**src/design/bcpu_pkg.sv**
```systemverilog
// Shared definitions for the byte CPU execute unit: operation codes, flag
// bit positions, reset values and the result record type.
// No dependencies.
`default_nettype none

package bcpu_pkg;

    localparam int OP_W   = 5;
    localparam int BYTE_W = 8;
    localparam int ADDR_W = 9;

    // operation codes
    localparam logic [OP_W-1:0] OP_LDA = 5'd0;
    localparam logic [OP_W-1:0] OP_LDX = 5'd1;
    localparam logic [OP_W-1:0] OP_LDY = 5'd2;
    localparam logic [OP_W-1:0] OP_STA = 5'd3;
    localparam logic [OP_W-1:0] OP_STX = 5'd4;
    localparam logic [OP_W-1:0] OP_STY = 5'd5;
    localparam logic [OP_W-1:0] OP_TAX = 5'd6;
    localparam logic [OP_W-1:0] OP_TAY = 5'd7;
    localparam logic [OP_W-1:0] OP_TXA = 5'd8;
    localparam logic [OP_W-1:0] OP_TYA = 5'd9;
    localparam logic [OP_W-1:0] OP_TSX = 5'd10;
    localparam logic [OP_W-1:0] OP_TXS = 5'd11;
    localparam logic [OP_W-1:0] OP_PHA = 5'd12;
    localparam logic [OP_W-1:0] OP_PHP = 5'd13;
    localparam logic [OP_W-1:0] OP_PLA = 5'd14;
    localparam logic [OP_W-1:0] OP_PLP = 5'd15;
    localparam logic [OP_W-1:0] OP_AND = 5'd16;
    localparam logic [OP_W-1:0] OP_ORA = 5'd17;
    localparam logic [OP_W-1:0] OP_EOR = 5'd18;
    localparam logic [OP_W-1:0] OP_BIT = 5'd19;
    localparam logic [OP_W-1:0] OP_ADC = 5'd20;
    localparam logic [OP_W-1:0] OP_SBC = 5'd21;
    localparam logic [OP_W-1:0] OP_CMP = 5'd22;
    localparam logic [OP_W-1:0] OP_CPX = 5'd23;
    localparam logic [OP_W-1:0] OP_CPY = 5'd24;
    localparam logic [OP_W-1:0] OP_INC = 5'd25;
    localparam logic [OP_W-1:0] OP_INX = 5'd26;
    localparam logic [OP_W-1:0] OP_INY = 5'd27;
    localparam logic [OP_W-1:0] OP_DEC = 5'd28;
    localparam logic [OP_W-1:0] OP_DEX = 5'd29;
    localparam logic [OP_W-1:0] OP_DEY = 5'd30;

    // status bit positions
    localparam int FLAG_C = 0;
    localparam int FLAG_Z = 1;
    localparam int FLAG_I = 2;
    localparam int FLAG_D = 3;
    localparam int FLAG_B = 4;
    localparam int FLAG_U = 5;
    localparam int FLAG_V = 6;
    localparam int FLAG_N = 7;

    localparam logic [BYTE_W-1:0] SP_RESET     = 8'hFD;
    localparam logic [BYTE_W-1:0] STATUS_RESET = 8'h24;
    localparam logic [BYTE_W-1:0] PUSH_P_MASK  = 8'h30;   // B and U
    localparam logic [BYTE_W-1:0] PULL_P_MASK  = 8'h20;   // U

    // BCD correction constants
    localparam logic [5:0] BCD_LO_FIX   = 6'h06;
    localparam logic [4:0] BCD_LO_MAX   = 5'h09;
    localparam logic [3:0] BCD_DIGIT_MAX = 4'h9;
    localparam logic [9:0] BCD_HI_FIX   = 10'h060;
    localparam logic [9:0] BCD_BYTE_MAX = 10'h099;

    typedef struct packed {
        logic [BYTE_W-1:0] status;
        logic [BYTE_W-1:0] sp;
        logic [BYTE_W-1:0] y;
        logic [BYTE_W-1:0] x;
        logic [BYTE_W-1:0] acc;
        logic [ADDR_W-1:0] stack_address;
        logic [BYTE_W-1:0] store_data;
        logic              store_valid;
    } t_result;

endpackage

`default_nettype wire

```
**src/design/byte_cpu_execute_unit.sv**
```systemverilog
// Byte CPU execute unit: 8-bit register file, flags and ALU with BCD mode.
// Depends on bcpu_pkg.
`default_nettype none

//  channel   | dir | handshake                   | payload
//  s_axis    | in  | tvalid/tready               | tdata: op, operand
//  m_axis    | out | tvalid/tready               | tdata: registers; tuser: store_valid
//
//  One operation per clock unless the output stalls: the ALU result and the
//  register update are computed in the cycle of the input transfer and land
//  in the output register and the architectural registers at that edge.
//  Output valid rises in the cycle after the input transfer.
//  i_rst_n (sync, active low) sets A=X=Y=0, S=0xFD, P=0x24 and empties the output.
//  Input is taken whenever the output register is empty or being drained.
module byte_cpu_execute_unit
    import bcpu_pkg::*;
(
    input  wire logic        i_clk,
    input  wire logic        i_rst_n,
    input  wire logic        i_s_axis_tvalid,
    output      logic        o_s_axis_tready,
    input  wire logic [15:0] i_s_axis_tdata,   // [4:0] op, [12:5] operand
    output      logic        o_m_axis_tvalid,
    input  wire logic        i_m_axis_tready,
    // [7:0] store_data, [16:8] stack_address, [24:17] accumulator_out,
    // [32:25] index_x_out, [40:33] index_y_out, [48:41] stack_pointer_out,
    // [56:49] status_out
    output      logic [63:0] o_m_axis_tdata,
    output      logic        o_m_axis_tuser    // [0] store_valid
);

    logic [BYTE_W-1:0] r_acc, r_x, r_y, r_sp, r_p;
    logic [BYTE_W-1:0] n_acc, n_x, n_y, n_sp, n_p;
    logic              r_out_valid;
    t_result           r_out, n_out;

    logic [OP_W-1:0]   op;
    logic [BYTE_W-1:0] m;
    logic              accept;
    logic              cin;

    // binary add / subtract
    logic [BYTE_W:0]   bin_add, bin_sub;
    logic [BYTE_W-1:0] m_inv;
    // decimal add
    logic [4:0]        dadd_lo;
    logic [5:0]        dadd_lo_adj;
    logic [8:0]        dadd_s;
    logic [9:0]        dadd_fix;
    // decimal subtract
    logic [9:0]        dsub_lo, dsub_hi, dsub_d, dsub_fix;
    // compare
    logic [BYTE_W-1:0] cmp_reg, cmp_diff;
    logic [BYTE_W-1:0] nz_val;
    logic              nz_upd;

    assign op     = i_s_axis_tdata[OP_W-1:0];
    assign m      = i_s_axis_tdata[OP_W +: BYTE_W];
    assign accept = i_s_axis_tvalid && o_s_axis_tready;
    assign cin    = r_p[FLAG_C];

    assign o_s_axis_tready = !r_out_valid || i_m_axis_tready;

    always_comb begin
        m_inv   = ~m;
        bin_add = {1'b0, r_acc} + {1'b0, m} + {{BYTE_W{1'b0}}, cin};
        bin_sub = {1'b0, r_acc} + {1'b0, m_inv} + {{BYTE_W{1'b0}}, cin};

        dadd_lo     = {1'b0, r_acc[3:0]} + {1'b0, m[3:0]} + {4'd0, cin};
        dadd_lo_adj = (dadd_lo > BCD_LO_MAX) ? ({1'b0, dadd_lo} + BCD_LO_FIX)
                                             : {1'b0, dadd_lo};
        dadd_s      = {1'b0, r_acc[7:4], 4'd0} + {1'b0, m[7:4], 4'd0}
                    + ((dadd_lo_adj > 6'd15) ? 9'h010 : 9'h000)
                    + {5'd0, dadd_lo_adj[3:0]};
        dadd_fix    = (dadd_s[7:4] > BCD_DIGIT_MAX) ? ({1'b0, dadd_s} + BCD_HI_FIX)
                                                    : {1'b0, dadd_s};

        // 10-bit wrap keeps bit 8 exact for the borrow logic
        dsub_lo = {6'd0, r_acc[3:0]} - {6'd0, m[3:0]} - {9'd0, ~cin};
        if (dsub_lo[4]) begin
            dsub_hi = {2'd0, r_acc[7:4], 4'd0} - {2'd0, m[7:4], 4'd0} - 10'h010;
            dsub_d  = dsub_hi | {6'd0, dsub_lo[3:0] - BCD_LO_FIX[3:0]};
        end else begin
            dsub_hi = {2'd0, r_acc[7:4], 4'd0} - {2'd0, m[7:4], 4'd0};
            dsub_d  = dsub_hi | {6'd0, dsub_lo[3:0]};
        end
        dsub_fix = dsub_d[8] ? (dsub_d - BCD_HI_FIX) : dsub_d;

        unique case (op)
            OP_CPX:  cmp_reg = r_x;
            OP_CPY:  cmp_reg = r_y;
            default: cmp_reg = r_acc;
        endcase
        cmp_diff = cmp_reg - m;
    end

    always_comb begin
        n_acc  = r_acc;
        n_x    = r_x;
        n_y    = r_y;
        n_sp   = r_sp;
        n_p    = r_p;
        n_out  = '0;
        nz_val = '0;
        nz_upd = 1'b0;

        unique case (op)
            OP_LDA: begin n_acc = m; nz_val = m; nz_upd = 1'b1; end
            OP_LDX: begin n_x = m; nz_val = m; nz_upd = 1'b1; end
            OP_LDY: begin n_y = m; nz_val = m; nz_upd = 1'b1; end
            OP_STA: begin n_out.store_data = r_acc; n_out.store_valid = 1'b1; end
            OP_STX: begin n_out.store_data = r_x; n_out.store_valid = 1'b1; end
            OP_STY: begin n_out.store_data = r_y; n_out.store_valid = 1'b1; end
            OP_TAX: begin n_x = r_acc; nz_val = r_acc; nz_upd = 1'b1; end
            OP_TAY: begin n_y = r_acc; nz_val = r_acc; nz_upd = 1'b1; end
            OP_TXA: begin n_acc = r_x; nz_val = r_x; nz_upd = 1'b1; end
            OP_TYA: begin n_acc = r_y; nz_val = r_y; nz_upd = 1'b1; end
            OP_TSX: begin n_x = r_sp; nz_val = r_sp; nz_upd = 1'b1; end
            OP_TXS: begin n_sp = r_x; end
            OP_PHA: begin
                n_out.store_data  = r_acc;
                n_out.store_valid = 1'b1;
                n_sp              = r_sp - 8'd1;
            end
            OP_PHP: begin
                n_out.store_data  = r_p | PUSH_P_MASK;
                n_out.store_valid = 1'b1;
                n_sp              = r_sp - 8'd1;
            end
            OP_PLA: begin
                n_sp = r_sp + 8'd1; n_acc = m; nz_val = m; nz_upd = 1'b1;
            end
            OP_PLP: begin n_sp = r_sp + 8'd1; n_p = m | PULL_P_MASK; end
            OP_AND: begin n_acc = r_acc & m; nz_val = r_acc & m; nz_upd = 1'b1; end
            OP_ORA: begin n_acc = r_acc | m; nz_val = r_acc | m; nz_upd = 1'b1; end
            OP_EOR: begin n_acc = r_acc ^ m; nz_val = r_acc ^ m; nz_upd = 1'b1; end
            OP_BIT: begin
                n_p[FLAG_Z] = ((r_acc & m) == 8'd0);
                n_p[FLAG_N] = m[7];
                n_p[FLAG_V] = m[6];
            end
            OP_ADC: begin
                if (r_p[FLAG_D]) begin
                    // N, Z, V come from the sum before the high digit fix
                    n_p[FLAG_N] = dadd_s[7];
                    n_p[FLAG_Z] = (dadd_s[7:0] == 8'd0);
                    n_p[FLAG_V] = (r_acc[7] ^ dadd_s[7]) & (m[7] ^ dadd_s[7]);
                    n_p[FLAG_C] = (dadd_fix > BCD_BYTE_MAX);
                    n_acc       = dadd_fix[7:0];
                end else begin
                    n_p[FLAG_C] = bin_add[8];
                    n_p[FLAG_V] = (r_acc[7] ^ bin_add[7]) & (m[7] ^ bin_add[7]);
                    n_acc       = bin_add[7:0];
                    nz_val      = bin_add[7:0];
                    nz_upd      = 1'b1;
                end
            end
            OP_SBC: begin
                if (r_p[FLAG_D]) begin
                    n_p[FLAG_C] = !dsub_fix[8];
                    n_acc       = dsub_fix[7:0];
                    nz_val      = dsub_fix[7:0];
                end else begin
                    n_p[FLAG_C] = bin_sub[8];
                    n_p[FLAG_V] = (r_acc[7] ^ bin_sub[7]) & (m_inv[7] ^ bin_sub[7]);
                    n_acc       = bin_sub[7:0];
                    nz_val      = bin_sub[7:0];
                end
                nz_upd = 1'b1;
            end
            OP_CMP, OP_CPX, OP_CPY: begin
                n_p[FLAG_C] = (cmp_reg >= m);
                n_p[FLAG_Z] = (cmp_reg == m);
                n_p[FLAG_N] = cmp_diff[7];
            end
            OP_INC: begin
                n_out.store_data  = m + 8'd1;
                n_out.store_valid = 1'b1;
                nz_val = m + 8'd1; nz_upd = 1'b1;
            end
            OP_INX: begin n_x = r_x + 8'd1; nz_val = r_x + 8'd1; nz_upd = 1'b1; end
            OP_INY: begin n_y = r_y + 8'd1; nz_val = r_y + 8'd1; nz_upd = 1'b1; end
            OP_DEC: begin
                n_out.store_data  = m - 8'd1;
                n_out.store_valid = 1'b1;
                nz_val = m - 8'd1; nz_upd = 1'b1;
            end
            OP_DEX: begin n_x = r_x - 8'd1; nz_val = r_x - 8'd1; nz_upd = 1'b1; end
            OP_DEY: begin n_y = r_y - 8'd1; nz_val = r_y - 8'd1; nz_upd = 1'b1; end
            default: ;   // unused code: no change
        endcase

        if (nz_upd) begin
            n_p[FLAG_Z] = (nz_val == 8'd0);
            n_p[FLAG_N] = nz_val[7];
        end

        // pushes report the pointer before the decrement, all others the updated pointer
        if (op == OP_PHA || op == OP_PHP) begin
            n_out.stack_address = {1'b1, r_sp};
        end else begin
            n_out.stack_address = {1'b1, n_sp};
        end
        n_out.acc    = n_acc;
        n_out.x      = n_x;
        n_out.y      = n_y;
        n_out.sp     = n_sp;
        n_out.status = n_p;
    end

    always_ff @(posedge i_clk) begin
        if (!i_rst_n) begin
            r_acc       <= '0;
            r_x         <= '0;
            r_y         <= '0;
            r_sp        <= SP_RESET;
            r_p         <= STATUS_RESET;
            r_out_valid <= 1'b0;
        end else begin
            if (accept) begin
                r_acc <= n_acc;
                r_x   <= n_x;
                r_y   <= n_y;
                r_sp  <= n_sp;
                r_p   <= n_p;
            end
            if (accept) begin
                r_out_valid <= 1'b1;
            end else if (i_m_axis_tready) begin
                r_out_valid <= 1'b0;
            end
        end
    end

    always_ff @(posedge i_clk) begin
        if (accept) begin
            r_out <= n_out;
        end
    end

    assign o_m_axis_tvalid = r_out_valid;
    assign o_m_axis_tuser  = r_out.store_valid;
    assign o_m_axis_tdata  = {7'd0, r_out.status, r_out.sp, r_out.y, r_out.x,
                              r_out.acc, r_out.stack_address, r_out.store_data};

endmodule

`default_nettype wire

```
**config.mk**
```make
export PLATFORM = sky130hd
export DESIGN_NAME = byte_cpu_execute_unit
export DESIGN_NICKNAME = d
export VERILOG_FILES = /design/src/design/bcpu_pkg.sv /design/src/design/byte_cpu_execute_unit.sv
export SDC_FILE = /design/constraint.sdc
export NUM_CORES = 1
export LEC_CHECK = 0
export ABC_AREA = 1
export ABC_CLOCK_PERIOD_IN_PS = 7600
export BUFFER_PORTS_ARGS = -buffer_cell sky130_fd_sc_hd__clkbuf_2
export CORE_MARGIN = 4
export CORE_UTILIZATION = 40
export DETAILED_ROUTE_END_ITERATION = 7
export SYNTH_ARGS = -nofsm -noshare
export SYNTH_HDL_FRONTEND = slang
export SYNTH_SLANG_ARGS = --single-unit
```
**constraint.sdc**
```tcl
create_clock -name i_clk -period 7.6 [get_ports i_clk]
set_input_delay 1.52 -clock i_clk [delete_from_list [all_inputs] [get_ports i_clk]]
set_output_delay 1.52 -clock i_clk [all_outputs]
set_load 0.01 [all_outputs]
```
After elaboration in Yosys (flattened, before gate mapping). Cells that the tools add are included.

Flip-flop bits (word level): 99. Output and inout bits: 67. Logic and storage cells: 144. Input port bits: 20.

Muxes and demuxes: 33. $add $sub $neg: 26. Bitwise logic cells: 16. Equality and inequality tests: 31. Order comparisons: 5. Reduce and logical (&&, ||, !) cells: 19.

Operators by type and width (count): $pmux 8 s16 (1); $eq 5x5->1 const B (15); $pmux 8 s8 (1); $pmux 9 s6 (1); $eq 5x4->1 const B (8); $pmux 8 s5 (1); $add 8x1->8 const B (4); $mux 8 (4); $pmux 8 s4 (1); $sub 8x1->8 const B (4); $add 8x8->9 (3); $logic_not 8->1 (3); $pmux 8 s3 (1); $eq 5x3->1 const B (4); $reduce_or 19->1 (1); $add 9x1->9 (2); $mux 9 (2); $or 9x4->9 (2); $pmux 8 s2 (1); $reduce_or 2->1 (6); $mux 1 (11); $add 9x7->10 const B (1); $eq 5x2->1 const B (2); $gt 10x8->1 const B (1); 39 further kinds (50).

Depth between registers and ports, before layout. Gate-level depths: netlist of run 1.

Word-level depth: 13. Mapped depth: 35. Mapped depth without buffers: 35.

Worst setup path after synthesis of run 1. Ideal clock, no wire load.

Path kind: input to register. From: input port i_s_axis_tdata[7]. To: register r_out (netlist bit o_m_axis_tdata[24]) (data pin). Cell stages on the path: 30. Library setup time: 251 ps. Data required time: 7349 ps. Arrival time: 5500 ps. Path slack: 1850 ps. Buffers on the path: 2. Cells stage by stage: clkbuf_1 inv_1 ha_1 buf_4 inv_4 nand3_1 nand2_1 ha_1 nand2_1 inv_1 nor2_1 nand2_1 nand2_1 a21oi_1 fa_1 inv_1 ha_1 inv_1 fa_1 or2_2 nand2_1 inv_1 a21oi_1 inv_1 o21ai_0 inv_1 a21oi_1 nand4_1 nand2_1 inv_1.

Longest elaborated chain between the ends: 12. Elaborated cells between the ends (all ways): 28. Classes of those cells: add/sub: 14; order compare: 3; mux: 8; bitwise: 3.

Ends and longest elaborated chain: start, declared (RTL line byte_cpu_execute_unit.sv:22) `input wire logic [15:0] i_s_axis_tdata,`; $add 4x4->5 (RTL line byte_cpu_execute_unit.sv:69) `dadd_lo = {1'b0, r_acc[3:0]} + {1'b0, m[3:0]} + {4'd0, cin};`; $add 5x1->5 (RTL line byte_cpu_execute_unit.sv:69); $add 5x3->6 / $gt 5x4->1 (equally long branches) (RTL line byte_cpu_execute_unit.sv:70) `dadd_lo_adj = (dadd_lo > BCD_LO_MAX) ? ({1'b0, dadd_lo} + BCD_LO_FIX)`; $mux 6 (RTL line byte_cpu_execute_unit.sv:70); $gt 6x4->1 (RTL line byte_cpu_execute_unit.sv:73) `+ ((dadd_lo_adj > 6'd15) ? 9'h010 : 9'h000)`; $mux 5 (RTL line byte_cpu_execute_unit.sv:73); $add 9x5->9 (RTL line byte_cpu_execute_unit.sv:73); $add 9x4->9 (RTL line byte_cpu_execute_unit.sv:74) `+ {5'd0, dadd_lo_adj[3:0]};`; $add 9x7->10 / $gt 4x4->1 (equally long branches) (RTL line byte_cpu_execute_unit.sv:75) `dadd_fix = (dadd_s[7:4] > BCD_DIGIT_MAX) ? ({1'b0, dadd_s} + BCD_HI_FIX)`; $mux 10 (RTL line byte_cpu_execute_unit.sv:75); $mux 8 (RTL line byte_cpu_execute_unit.sv:143) `if (r_p[FLAG_D]) begin`; $pmux 8 s8 * (RTL line byte_cpu_execute_unit.sv:107) `unique case (op)`; via n_acc[7] (RTL line byte_cpu_execute_unit.sv:33) `logic [BYTE_W-1:0] n_acc, n_x, n_y, n_sp, n_p;`; end signal, assigned (RTL line byte_cpu_execute_unit.sv:237) `r_out <= n_out;`; end, declared (RTL line byte_cpu_execute_unit.sv:35) `t_result r_out, n_out;`.

Mark *: on every way through the listed nets, which the timed path passes. The rest lies on a longest branch. A chain may end at the register's enable or synchronous reset.

Worst setup path after layout of run 1. Ends and elaborated chain as after synthesis.

==> metrics.cfg, run 1 <==
[timing]
hold_ws_ns = 0.432
setup_tns_ns = 0
finalWorstSetupSlack_ns = 1.45
post-route-period-util_pct = 80.9
finalCriticalPeriod_ns = 6.15
relSlewSlack_pct = 35.0
rsz0062_at_grt = false
finalHoldViolCount = 0
fmax_ghz = 0.163
setup_viol = 0
finClkSkew_ns = 0.00877
drv_slew = 0
worst_pin_slew_ns = 0.967

[yosys]
synth_ff_type = edfxtp_1
synthCells = 1364
synth_edf_count = 57
synth-seq-cells = 98
async_flop_share_pct = 0
ys_seq_area_share_pct = 28.2
yosysWarnings = 0
syn_area_per_cell_um2 = 6.59
syn_area_mm2 = 0.00899
synth_cell_types = 49

[setup_path]
cp_slowest_cell = ha_1
required_ns = 7.72
worst_setup_path_end_kind = flop
max_stage_delay_ns = 0.59
crit_top_cell = inv_1
critical_path_arrival_ns = 6.28
cp-start-kind = input port
r2r_start = r_acc[2]$_SDFFE_PN0P_
path_max_fanout = 13
startpoint = i_s_axis_tdata[7]
path_class = input port to flop

[pwr]
p_per_area_mw_per_mm2 = 176
p_leak_nw = 5.02
p_total_mw = 1.74
irDropWorstVdd_uv = 83.4

[grt]
gr-total-overflow = 0
grt_usage_pct = 28.7
grt_pass1_vias = 9007
grt_max_degree = 55
grt_pass1_wl_mm = 53.8
antenna_found_initial = 1

[cts]
cts_buffers = 9
insertion_delay_ns = 0.36
cts_max_path_buffers = 2
cts.reportedPaths.clkPinSlew_ns = 0.07
h-tree-depth = 3
cts_hold_buf = 0
cts_resized = 0
clock-sinks = 98
post_cts_buffers = 0
cts_tree = yes
clockRootBuffer = clkbuf_16

[layout]
layout.nets = 1509
stdcell_area_mm2 = 0.00989
final_cell_mix = nand2_1 (359), inv_1 (172), nor2_1 (151), nand3_1 (109), o21ai_0 (88)
fillerInstances = 2309
drive_gt1_share_pct = 9.54
area_growth_pct = 10.0
mostFrequentLayoutCell = nand2_1
seq_area_mm2 = 0.00253
diodes = 0
multi_input_area_mm2 = 0.00554

[min_path]
hp-start = r_p[5]$_SDFFE_PN1P_
hp-class = flop to flop

[floorplanning]
die_w_um = 158
start_util_pct = 40.9
coreArea_mm2 = 0.0220
fp.dieH_um = 158
io_pins = 87
dieArea_mm2 = 0.0249
row_count = 54

[placed_design]
portBuffers = 75
place.detailed.hpwl_mm = 28.2
place_congestion = 1.03
dpl-instance-area_mm2 = 0.00959
place_worst_setup_slack_ns = 1.11

[drt]
vias = 9772
drtIter0Drc = 1006
wire_per_inst_um = 21.0
routed_via_density = 5.73
first_pass_iters = 6
ant_nets = 0
wirelength_mm = 35.8
drc_errors = 0

[run_status]
status = completed

[flow_run]
maxCapViolCount = 0

worst paths after layout:
kind | to | slack (ns) | cells after the start
worst min-delay path | r_p[5]$_SDFFE_PN1P_ | 0.43 | 2
worst max-delay path | o_m_axis_tdata[24]$_DFFE_PP_ | 1.45 | 29
worst min register to register | r_p[5]$_SDFFE_PN1P_ | 0.43 | 2
worst max register to register | o_m_axis_tdata[24]$_DFFE_PP_ | 2.29 | 28
layer usage:
layer / routed length [um] / track usage (%) / vias up
met5: 12 / 0 / -
met4: 1440 / 12.1 / 2
met3: 2370 / 3.31 / 79
met2: 16600 / 47.5 / 430
met1: 15300 / 38.1 / 4592
li1: - / - / 4669
cell usage after synthesis (all sizes together) (5+ instances only):
cell | n | area (um^2)
o2111ai | 9 | 78.8
nand3b | 6 | 45.0
clkbuf | 25 | 93.8
dfxtp | 41 | 821
clkinv | 6 | 22.5
nor3 | 19 | 110
o22ai | 11 | 68.8
nand4 | 41 | 257
ha | 58 | 726
nand3 | 111 | 566
fa | 10 | 200
a31oi | 6 | 37.5
o211ai | 6 | 45.0
nand2 | 363 | 1370
xor2 | 11 | 96.3
buf | 20 | 133
a221oi | 6 | 52.6
nor2 | 162 | 651
o21ai | 92 | 460
o221ai | 18 | 158
edfxtp | 57 | 1710
a21oi | 76 | 395
inv | 182 | 686
a211oi | 5 | 37.5
registers in the layout, summed over array words and instances, names as in the netlist:
| signal | count |
|---|---|
| r_sp | 8 |
| r_y | 8 |
| o_m_axis_tdata | 56 |
| r_p | 8 |
| o_m_axis_tvalid | 1 |
| o_m_axis_tuser | 1 |
| r_x | 8 |
| r_acc | 8 |
per-stage QoR:
| stage | instances | util [%] |
|---|---|---|
| detailed placement | 1690 | 43.7 |
| finish | 1706 | 45.0 |
| CTS | 1706 | 45.0 |
| floorplan | 1370 | - |
| global route | 1706 | 45.0 |
| global placement | 1690 | 43.7 |
worst max-delay path, delay by kind of cell:
| kind | cells | cell delay [ns] |
|---|---|---|
| AOI/OAI and AO/OA | 4 | 0.64 |
| buffers and inverters | 10 | 1.09 |
| adders and majority gates | 5 | 1.74 |
| and+or+nand+nor | 10 | 1.29 |
power breakdown:
group          internal, mW  switching, mW  total [mW]  leakage [nW]
Clock                 0.258          0.216       0.474         0.142
Combinational         0.189          0.418       0.607          3.99
Sequential            0.614         0.0416       0.656         0.894
final cells by class:
| class | instances | area share, % |
|---|---|---|
| Timing Repair Buffer | 85 | 4.56 |
| Sequential cell | 98 | 25.6 |
| Clock buffer | 9 | 2.28 |
| Multi-Input combinational cell | 1039 | 56.1 |
| Inverter | 188 | 7.17 |
| Clock inverter | 7 | 0.785 |
| Tap cell | 280 | 3.54 |
cell families after synthesis:
family	share of synthesized area, %
AO/OA/AOI/OAI	15.7
XOR/XNOR	1.27
adder cells (fa/ha/maj)	10.3
AND/OR/NAND/NOR	34.1
other	0.0836
buffers and inverters	10.4
flip-flops	28.2
Note: power is estimated with default switching activity, not from simulation.
==> run 2, diff against run 1 <==
--- a/config.mk
+++ b/config.mk
@@ -6,7 +6,7 @@
 export NUM_CORES = 1
 export LEC_CHECK = 0
 export ABC_AREA = 1
-export ABC_CLOCK_PERIOD_IN_PS = 7600
+export ABC_CLOCK_PERIOD_IN_PS = 6100
 export BUFFER_PORTS_ARGS = -buffer_cell sky130_fd_sc_hd__clkbuf_2
 export CORE_MARGIN = 4
 export CORE_UTILIZATION = 40
==> constraint.sdc (replaced) <==
create_clock -name i_clk -period 6.1 [get_ports i_clk]
set_input_delay 1.22 -clock i_clk [delete_from_list [all_inputs] [get_ports i_clk]]
set_output_delay 1.22 -clock i_clk [all_outputs]
set_load 0.01 [all_outputs]
==> run 2 against run 1 <==
Final cell count up 0.64%. Sequential power grew 25%. Wire length is 1.8% lower. Utilization grew 0.44 points. Design area increased by 0.99%. Total power up 26%. Combinational power rose by 25%. Setup slack lost 0.80 ns. First-iteration DRC count is 3.5% higher. Global-route usage down 0.50 points. Highest routed layer unchanged.
==> metrics.cfg, run 2 (synthesized netlist as in run 1, its figures left out) <==
[pwr]
p_total_mw = 2.20  ; was 1.74 mW
p_leak_nw = 5.08  ; was 5.02 nW
irDropWorstVdd_uv = 107  ; was 83.4 uV
p_per_area_mw_per_mm2 = 220  ; was 176 mW/mm^2

[run_status]
status = completed  ; unchanged

[grt]
grt_pass1_wl_mm = 53.4  ; was 53.8 mm
grt_max_degree = 55  ; unchanged
grt_pass1_vias = 9026  ; was 9007
gr-total-overflow = 0  ; unchanged
antenna_found_initial = 1  ; unchanged
grt_usage_pct = 28.2  ; was 28.7%

[timing]
fmax_ghz = 0.183
relSlewSlack_pct = 34.5  ; was 35.0%
setup_tns_ns = 0  ; unchanged
finalHoldViolCount = 0  ; unchanged
rsz0062_at_grt = false  ; unchanged
setup_viol = 0  ; unchanged
worst_pin_slew_ns = 0.974  ; was 0.967 ns
post-route-period-util_pct = 89.4
finalCriticalPeriod_ns = 5.45
drv_slew = 0  ; unchanged
finClkSkew_ns = 0.0124  ; was 0.00877 ns

[cts]
h-tree-depth = 3  ; unchanged
cts_hold_buf = 0  ; unchanged
insertion_delay_ns = 0.36  ; about the same
cts_resized = 0  ; unchanged
cts_buffers = 9  ; unchanged
clock-sinks = 98  ; unchanged
cts_max_path_buffers = 2  ; unchanged
clockRootBuffer = clkbuf_16  ; unchanged
cts.reportedPaths.clkPinSlew_ns = 0.08  ; was 0.07 ns
cts_tree = yes  ; unchanged
post_cts_buffers = 0  ; unchanged

[floorplanning]
io_pins = 87  ; unchanged
start_util_pct = 40.9  ; unchanged
coreArea_mm2 = 0.0220  ; unchanged
fp.dieH_um = 158  ; unchanged
row_count = 54  ; unchanged
die_w_um = 158  ; unchanged
dieArea_mm2 = 0.0249  ; unchanged

[setup_path]
crit_top_cell = inv_1  ; unchanged
cp_slowest_cell = ha_1  ; unchanged
critical_path_arrival_ns = 5.58  ; was 6.28 ns
path_max_fanout = 8  ; was 13
cp-start-kind = input port  ; unchanged
path_class = input port to flop  ; unchanged
startpoint = i_s_axis_tdata[7]  ; unchanged
r2r_start = r_acc[0]$_SDFFE_PN0P_  ; was r_acc[2]$_SDFFE_PN0P_
max_stage_delay_ns = 0.59  ; about the same
worst_setup_path_end_kind = flop  ; unchanged
required_ns = 6.23  ; was 7.72 ns

[layout]
largest_reg_flops = 56  ; unchanged
diodes = 0  ; unchanged
area_growth_pct = 11.1  ; was 10.0%
layout.nets = 1520  ; was 1509
mostFrequentLayoutCell = nand2_1  ; unchanged
fillerInstances = 2327  ; was 2309
drive_gt1_share_pct = 10.2  ; was 9.54%
utilization_pct = 45.5  ; was 45.0%
final_cell_mix = nand2_1 (359), inv_1 (172), nor2_1 (151), nand3_1 (109), o21ai_0 (88)  ; unchanged

[drt]
first_pass_iters = 6  ; unchanged
vias = 9716  ; was 9772
drtIter0Drc = 1041  ; was 1006
ant_nets = 0  ; unchanged
routed_via_density = 5.66  ; was 5.73
drc_errors = 0  ; unchanged
wirelength_mm = 35.1  ; was 35.8 mm
wire_per_inst_um = 20.5  ; was 21.0 um

[flow_run]
maxCapViolCount = 0  ; unchanged

[min_path]
hp-class = flop to flop  ; unchanged
hp-start = r_p[5]$_SDFFE_PN1P_  ; unchanged

[placed_design]
place.detailed.hpwl_mm = 28.0  ; was 28.2 mm
portBuffers = 75  ; unchanged
place_congestion = 1.05  ; was 1.03

## run 2: cell types whose count changed in the layout (fill, tap and decap cells not counted), sizes merged
cell | before | now
buf | 10 | 21
bufinv | 1 | 2
clkinv | 9 | 8
clkbuf | 84 | 85
inv | 183 | 182
## run 2: final timing paths
path                                                      to  slack, ns  depth (start not counted)
worst max-delay path            o_m_axis_tdata[24]$_DFFE_PP_       0.65                         29
worst min register to register           r_p[5]$_SDFFE_PN1P_       0.43                          2
worst min-delay path                     r_p[5]$_SDFFE_PN1P_       0.43                          2
worst max register to register  o_m_axis_tdata[24]$_DFFE_PP_       1.13                         29
## run 2: routing by layer
layer | wire, um | GRT usage [%]
met2 | 15800 | 45.6
met5 | 13 | 0
met1 | 14500 | 36.3
met3 | 2800 | 5.19
met4 | 2060 | 13.9
## run 2: where the power goes
| group | switching (mW) | leakage (nW) | total [mW] | internal (mW) |
|---|---|---|---|---|
| registers | 0.0537 | 0.894 | 0.819 | 0.766 |
| logic | 0.515 | 4.04 | 0.758 | 0.243 |
| clock network | 0.259 | 0.149 | 0.620 | 0.360 |
## run 2: per-stage QoR
stage               area, um^2  hold WS (ns)  setup slack (ns)  std cells
floorplan                 9010         0.399             0.650       1370
CTS                       9990         0.432             0.706       1717
global route              9990         0.470             0.244       1717
finish                    9990         0.431             0.648       1717
detailed placement        9670         0.414             0.321       1701
global placement          9670         0.411             0.368       1701
## run 2: final cells by class
type                            count  area [um^2]  area share, %
Clock inverter                      6         88.8          0.890
Sequential cell                    98         2530           25.4
Timing Repair Buffer               96          533           5.34
Inverter                          188          709           7.10
Clock buffer                       10          229           2.29
Tap cell                          280          350           3.51
Multi-Input combinational cell   1039         5540           55.5
## run 2: critical path, delay by kind of cell
family	cells	cell delay (ns)
adders and majority gates	5	1.76
AOI/OAI and AO/OA	4	0.64
and+or+nand+nor	10	1.19
buffers and inverters	10	0.76
